[config.mk]
export PLATFORM = sky130hd
export DESIGN_NAME = rgb555_pulsing_palette_blend
export DESIGN_NICKNAME = d
export VERILOG_FILES = /design/src/rtl/rpb_pkg.sv /design/src/rtl/rpb_front.sv /design/src/rtl/rpb_blend.sv /design/src/rtl/rgb555_pulsing_palette_blend.sv
export SDC_FILE = /design/constraint.sdc
export NUM_CORES = 1
export LEC_CHECK = 0
export BUFFER_PORTS_ARGS = -buffer_cell sky130_fd_sc_hd__buf_2
export CAP_MARGIN = 30
export CORE_AREA = 2 2 132 134
export DETAILED_ROUTE_END_ITERATION = 16
export DIE_AREA = 0 0 134 136
export GPL_TIMING_DRIVEN = 0
export PLACE_DENSITY = 0.91
export SYNTH_ARGS = -nofsm -noshare
export SYNTH_HDL_FRONTEND = slang
export SYNTH_SLANG_ARGS = --single-unit
[constraint.sdc]
create_clock -name clk_i -period 8.2 [get_ports clk_i]
set_clock_uncertainty 0.05 [all_clocks]
set_input_delay 1.64 -clock clk_i [delete_from_list [all_inputs] [get_ports clk_i]]
set_output_delay 1.64 -clock clk_i [all_outputs]
set_load 0.01 [all_outputs]
[src/rtl/rpb_pkg.sv]
`timescale 1ns / 1ps

package rpb_pkg;

  localparam int unsigned ChW     = 5;
  localparam int unsigned ColorW  = 3 * ChW;
  localparam int unsigned PhaseW  = 9;
  localparam int unsigned WeightW = 8;
  localparam int unsigned InDataW  = 32;
  localparam int unsigned OutDataW = 24;

  localparam logic [PhaseW-1:0]  WeightOne = 9'h080;
  localparam logic [PhaseW:0]    PhaseWrap = 10'h100;

  typedef enum logic {
    CMD_TICK  = 1'b0,
    CMD_BLEND = 1'b1
  } cmd_e;

  typedef struct packed {
    cmd_e              cmd;
    logic [ColorW-1:0] color_a;
    logic [ColorW-1:0] color_b;
    logic [PhaseW-1:0] phase;
  } rpb_item_t;

  function automatic logic [PhaseW-1:0] next_phase(logic [PhaseW-1:0] phase,
                                                   logic [PhaseW-1:0] step);
    logic [PhaseW:0] sum;
    sum = {1'b0, phase} + {1'b0, step};
    return (sum > PhaseWrap) ? '0 : sum[PhaseW-1:0];
  endfunction

  function automatic logic [WeightW-1:0] phase_weight(logic [PhaseW-1:0] phase);
    logic [PhaseW-1:0] diff;
    diff = PhaseWrap[PhaseW-1:0] - phase;
    if (phase < WeightOne) return phase[WeightW-1:0];
    return diff[WeightW-1:0];
  endfunction

endpackage

[src/rtl/rpb_front.sv]
`timescale 1ns / 1ps

module rpb_front import rpb_pkg::*; (
  input  logic              clk_i,
  input  logic              rst_ni,
  input  logic              cfg_valid_i,
  input  logic [PhaseW-1:0] cfg_data_i,
  input  logic              in_valid_i,
  output logic              in_ready_o,
  input  cmd_e              in_cmd_i,
  input  logic [ColorW-1:0] in_color_a_i,
  input  logic [ColorW-1:0] in_color_b_i,
  input  logic              item_ready_i,
  output logic              item_valid_o,
  output rpb_item_t         item_o,
  output logic [PhaseW-1:0] phase_o
);

  logic [PhaseW-1:0] step_q;
  logic [PhaseW-1:0] phase_q, phase_d;
  logic              valid_q;
  rpb_item_t         item_q;
  logic              accept;

  assign in_ready_o = !valid_q || item_ready_i;
  assign accept     = in_valid_i && in_ready_o;
  assign phase_d    = (in_cmd_i == CMD_TICK) ? next_phase(phase_q, step_q) : phase_q;

  always_ff @(posedge clk_i or negedge rst_ni) begin
    if (!rst_ni) begin
      step_q  <= '0;
      phase_q <= '0;
      valid_q <= 1'b0;
    end else begin
      if (cfg_valid_i) begin
        step_q <= cfg_data_i;
      end
      if (accept) begin
        phase_q <= phase_d;
        valid_q <= 1'b1;
      end else if (item_ready_i) begin
        valid_q <= 1'b0;
      end
    end
  end

  always_ff @(posedge clk_i) begin
    if (accept) begin
      item_q.cmd     <= in_cmd_i;
      item_q.color_a <= in_color_a_i;
      item_q.color_b <= in_color_b_i;
      item_q.phase   <= phase_d;
    end
  end

  assign item_valid_o = valid_q;
  assign item_o       = item_q;
  assign phase_o      = phase_q;

endmodule

[src/rtl/rpb_blend.sv]
`timescale 1ns / 1ps

module rpb_blend import rpb_pkg::*; (
  input  rpb_item_t          item_i,
  output logic [ColorW-1:0]  color_o,
  output logic [WeightW-1:0] weight_o
);

  logic [WeightW-1:0] w;
  logic [WeightW-1:0] w_inv;
  logic [ColorW-1:0]  mix;

  assign w     = phase_weight(item_i.phase);
  assign w_inv = WeightOne[WeightW-1:0] - w;

  for (genvar c = 0; c < 3; c++) begin : g_ch
    logic [ChW-1:0]         a, b;
    logic [ChW+WeightW-1:0] sum;
    assign a   = item_i.color_a[c*ChW +: ChW];
    assign b   = item_i.color_b[c*ChW +: ChW];
    assign sum = ({{WeightW{1'b0}}, a} * {{ChW{1'b0}}, w_inv})
               + ({{WeightW{1'b0}}, b} * {{ChW{1'b0}}, w});
    assign mix[c*ChW +: ChW] = sum[7 +: ChW];
  end

  assign color_o  = (item_i.cmd == CMD_TICK) ? '0 : mix;
  assign weight_o = w;

endmodule

[src/rtl/rgb555_pulsing_palette_blend.sv]
`timescale 1ns / 1ps

// Pulsing RGB555 blend.
// Input stream: tuser = cmd (0 tick, 1 blend), tdata = color_a, color_b.
// A tick advances the pulse phase by the configured step and returns color 0
// with the new weight; a blend word mixes A and B per 5-bit channel with the
// current weight w (0..128) and returns the color and w.
// Output stream: tdata = blended_color, blend_weight.
// Config channel: one 9-bit step register, always ready; write it only while
// the block is idle.
// From input accept to output valid a word passes an input register holding
// the word and its phase, then the three channel multiplies into the output
// register. One word per cycle is sustained while the receiver is ready.
// Reset clears the phase, the step and both valid flags.
// When the receiver stalls, the output register holds, the input register
// fills, and then s_axis_tready drops until the output drains.

module rgb555_pulsing_palette_blend import rpb_pkg::*; (
  input  logic                clk_i,
  input  logic                rst_ni,
  input  logic                cfg_valid_i,
  output logic                cfg_ready_o,
  input  logic [PhaseW-1:0]   cfg_data_i,      // phase_step
  input  logic                s_axis_tvalid,
  output logic                s_axis_tready,
  input  logic [InDataW-1:0]  s_axis_tdata,    // color_a[14:0], color_b[29:15], zero pad
  input  logic                s_axis_tuser,    // cmd
  output logic                m_axis_tvalid,
  input  logic                m_axis_tready,
  output logic [OutDataW-1:0] m_axis_tdata     // blended_color[14:0], blend_weight[22:15], pad
);

  logic               item_valid;
  logic               item_ready;
  rpb_item_t          item;
  logic [PhaseW-1:0]  phase;
  logic [ColorW-1:0]  mix_color;
  logic [WeightW-1:0] mix_weight;
  logic               out_valid_q;
  logic [ColorW-1:0]  out_color_q;
  logic [WeightW-1:0] out_weight_q;
  cmd_e               in_cmd;

  assign cfg_ready_o = 1'b1;
  assign in_cmd      = cmd_e'(s_axis_tuser);

  rpb_front u_front (
    .clk_i        (clk_i),
    .rst_ni       (rst_ni),
    .cfg_valid_i  (cfg_valid_i),
    .cfg_data_i   (cfg_data_i),
    .in_valid_i   (s_axis_tvalid),
    .in_ready_o   (s_axis_tready),
    .in_cmd_i     (in_cmd),
    .in_color_a_i (s_axis_tdata[ColorW-1:0]),
    .in_color_b_i (s_axis_tdata[2*ColorW-1:ColorW]),
    .item_ready_i (item_ready),
    .item_valid_o (item_valid),
    .item_o       (item),
    .phase_o      (phase)
  );

  rpb_blend u_blend (
    .item_i   (item),
    .color_o  (mix_color),
    .weight_o (mix_weight)
  );

  assign item_ready = !out_valid_q || m_axis_tready;

  always_ff @(posedge clk_i or negedge rst_ni) begin
    if (!rst_ni) begin
      out_valid_q <= 1'b0;
    end else if (item_ready) begin
      out_valid_q <= item_valid;
    end
  end

  always_ff @(posedge clk_i) begin
    if (item_ready && item_valid) begin
      out_color_q  <= mix_color;
      out_weight_q <= mix_weight;
    end
  end

  assign m_axis_tvalid = out_valid_q;
  assign m_axis_tdata  = {{(OutDataW-ColorW-WeightW){1'b0}}, out_weight_q, out_color_q};

  a_phase_range: assert property (@(posedge clk_i) disable iff (!rst_ni)
    phase <= PhaseWrap[PhaseW-1:0])
    else $error("pulse phase above wrap");

  a_weight_range: assert property (@(posedge clk_i) disable iff (!rst_ni)
    out_valid_q |-> out_weight_q <= WeightOne[WeightW-1:0])
    else $error("blend weight above one");

  a_item_hold: assert property (@(posedge clk_i) disable iff (!rst_ni)
    item_valid && !item_ready |=> item_valid && $stable(item))
    else $error("staged word lost under stall");

  a_tick_black: assert property (@(posedge clk_i) disable iff (!rst_ni)
    item_valid && item_ready && item.cmd == CMD_TICK |=> out_color_q == '0)
    else $error("tick word produced a color");

endmodule

==> results_dict.tcl <==
set metrics [dict create \
    end_kind "flop" \
    wirelength_microns 24200 \
    fin_setup_tns_ps 0 \
    critPathRequiredTime_ps 8260 \
    num_io_pins 74 \
    cp_max_fo 10 \
    startpoint_type "flop" \
    port_buffers 68 \
    ys_top_cells_by_count "inv_1 (160), fa_1 (154), and2_1 (120)" \
    drc 0 \
    clkTransAtPathRegs_ps 70 \
    cts-htree-levels 3 \
    yosys_warnings 0 \
    syn_nets 1288 \
    fin_nets 1372 \
    grt_antenna_before_repair 0 \
    synth_area_sq_um 10500 \
    cts_tree "built" \
    fillCellCount 1102 \
    die_area_sq_um 18200 \
    timing.final.max_slew_violations 0 \
    yosysSeqAreaShare_pct 22.8 \
    yosysTopAreaCell "fa_1" \
    fmax_mhz 126 \
    grt_use_total_pct 28.1 \
    drive_gt1_share_pct 12.6 \
    clock-sinks 83 \
    avgViaCountPerCell 5.76 \
    async_flop_share_pct 24.1 \
    rows 48 \
    status "finished clean" \
    path_delay_family "adder cells" \
    avgSynthCellArea_sq_um 10.6 \
    ant_nets 0 \
    hold_slack_ps 444 \
    period_needed_ps 7930 \
    netlist_instances 989 \
    vias 7511 \
    arrival_ps 7990 \
    first_pass_iters 5 \
    finalSetupViolCount 0 \
    worst_pin_slew_ps 1050 \
    synth_seq_cells 83 \
    areaGrowthSynthToFinish_pct 10.6 \
    die_height_microns 136 \
    grt_setup_unrepaired "false" \
    cts_buffer_depth 2 \
    drt-wirelength-per-cell_microns 18.6 \
    fin_util_pct 68.6 \
    synth.most_common_cell "inv_1" \
    cap_violations 0 \
    start_util_pct 62.1 \
    hp-class "flop to flop" \
    cts-root-buf "clkbuf_16" \
    grt.overflow.total 0 \
    crit_top_cell "fa_1" \
    final.setup.worst_slack_ps 271 \
    synth-edff-count 63 \
    finalHoldViolCount 0 \
    synthDistinctLibCells 65 \
    core_area_sq_um 16900 \
    yosys_most_used_dff "edfxtp_1" \
    period_share_pct 96.7 \
    synth_area_leaders "fa_1 (29%), edfxtp_1 (18%), ha_1 (12%)" \
    grt_pass1_vias 8019 \
    dp_hpwl_microns 18400 \
    relSlewSlack_pct 29.2 \
    crit_type "flop to flop" \
    globalplace.congestion 0.878 \
    first_iter_violations 528 \
    grt_max_degree 30 \
    crit_path_max_incr_delay_ps 560 \
    critPathBufInv 7 \
    post-place-ws_ps -986 \
    grt_first_pass_wirelength_microns 39100 \
    synth_top_cell_area_share_pct 29.4 \
    numCtsBuffers 9 \
    slowest_stage "fa_1" \
    clk_latency_ps 360 \
    die_w_microns 134 \
]
==> metrics by stage <==
stage,instance area (sq um),instances
6_report,11600,1304
5_1_grt,11600,1303
4_1_cts,11500,1300
3_5_place_dp,11100,1284
3_3_place_gp,11100,1282
2_1_floorplan,10500,989
==> placed cells by master (no fill, tap or decap), types with 6 or more instances in the layout <==
master,instances
nand2b_1,11
nor2_1,7
inv_1,159
fa_1,154
mux2i_1,6
edfxtp_1,63
o21ai_0,14
and3_1,6
a22o_1,17
buf_2,70
and2_1,119
nor2b_1,49
clkbuf_1,16
nand2_1,95
clkbuf_16,9
dfrtp_1,20
a21oi_1,9
or3_1,6
mux2_2,8
xnor2_1,29
ha_1,97
==> area by class of cell <==
class | count | area [sq um] | area share, %
flip-flops and latches | 83 | 2390 | 20.7
plain buffers | 29 | 138 | 1.19
clock inverters | 6 | 71.3 | 0.616
repair buffers | 73 | 410 | 3.54
multi-input cells | 716 | 7450 | 64.3
clock buffers | 10 | 229 | 1.98
inverters | 161 | 608 | 5.25
diodes | 1 | 2.50 | 0.0216
well taps | 225 | 282 | 2.43
==> state kept, by name, indices dropped and copies added (netlist names) <==
signal                flops
m_axis_tvalid             1
out_color_q              15
out_weight_q              8
u_front.item_o           40
u_front.item_valid_o      1
u_front.phase_o           9
u_front.step_q            9
==> path summary, 6_finish.rpt <==
| path | end | from | slack [ps] | cells after the start |
|---|---|---|---|---|
| setup / recovery | out_color_q[14] | u_front.item_o[0] | 270 | 26 |
| hold / removal | m_axis_tvalid | u_front.item_valid_o | 440 | 1 |
| setup reg to reg | out_color_q[14] | u_front.item_o[0] | 270 | 26 |
| hold reg to reg | m_axis_tvalid | u_front.item_valid_o | 440 | 1 |
| max in group asynchronous | u_front.phase_o[4] | rst_ni | 6610 | 1 |
| min in group asynchronous | u_front.step_q[7] | rst_ni | 1170 | 1 |
==> cells by family after synthesis <==
kind of cell,after synthesis,synth area share [%]
AND/OR/NAND/NOR,320,16.9
adder cells (fa/ha/maj),252,41.1
buffers and inverters,190,6.98
AO/OA/AOI/OAI,83,6.32
flip-flops,83,22.8
XOR/XNOR,45,4.30
multiplexers,14,1.43
other,2,0.0717
==> metal layers <==
metal | wire (microns) | global-route usage (%) | share of wire (%)
met1 | 8670 | 32.9 | 36
met4 | 1340 | 17.1 | 5.6
met2 | 12300 | 48.1 | 51
met5 | 0 | 0 | 0
met3 | 1840 | 5.67 | 7.6
==> repair_timing <==
action / in CTS / in global routing
endpoints found under the setup margin: 11 / 6
hold buffers: 0 / 0
gates resized for setup: 19 / 10
pin swaps: 0 / 3
hold endpoints to repair: 0 / 0
setup buffers: 0 / 3
Power is not shown: default switching activity piles up to over one toggle a cycle in this logic, so the estimate is an artifact.
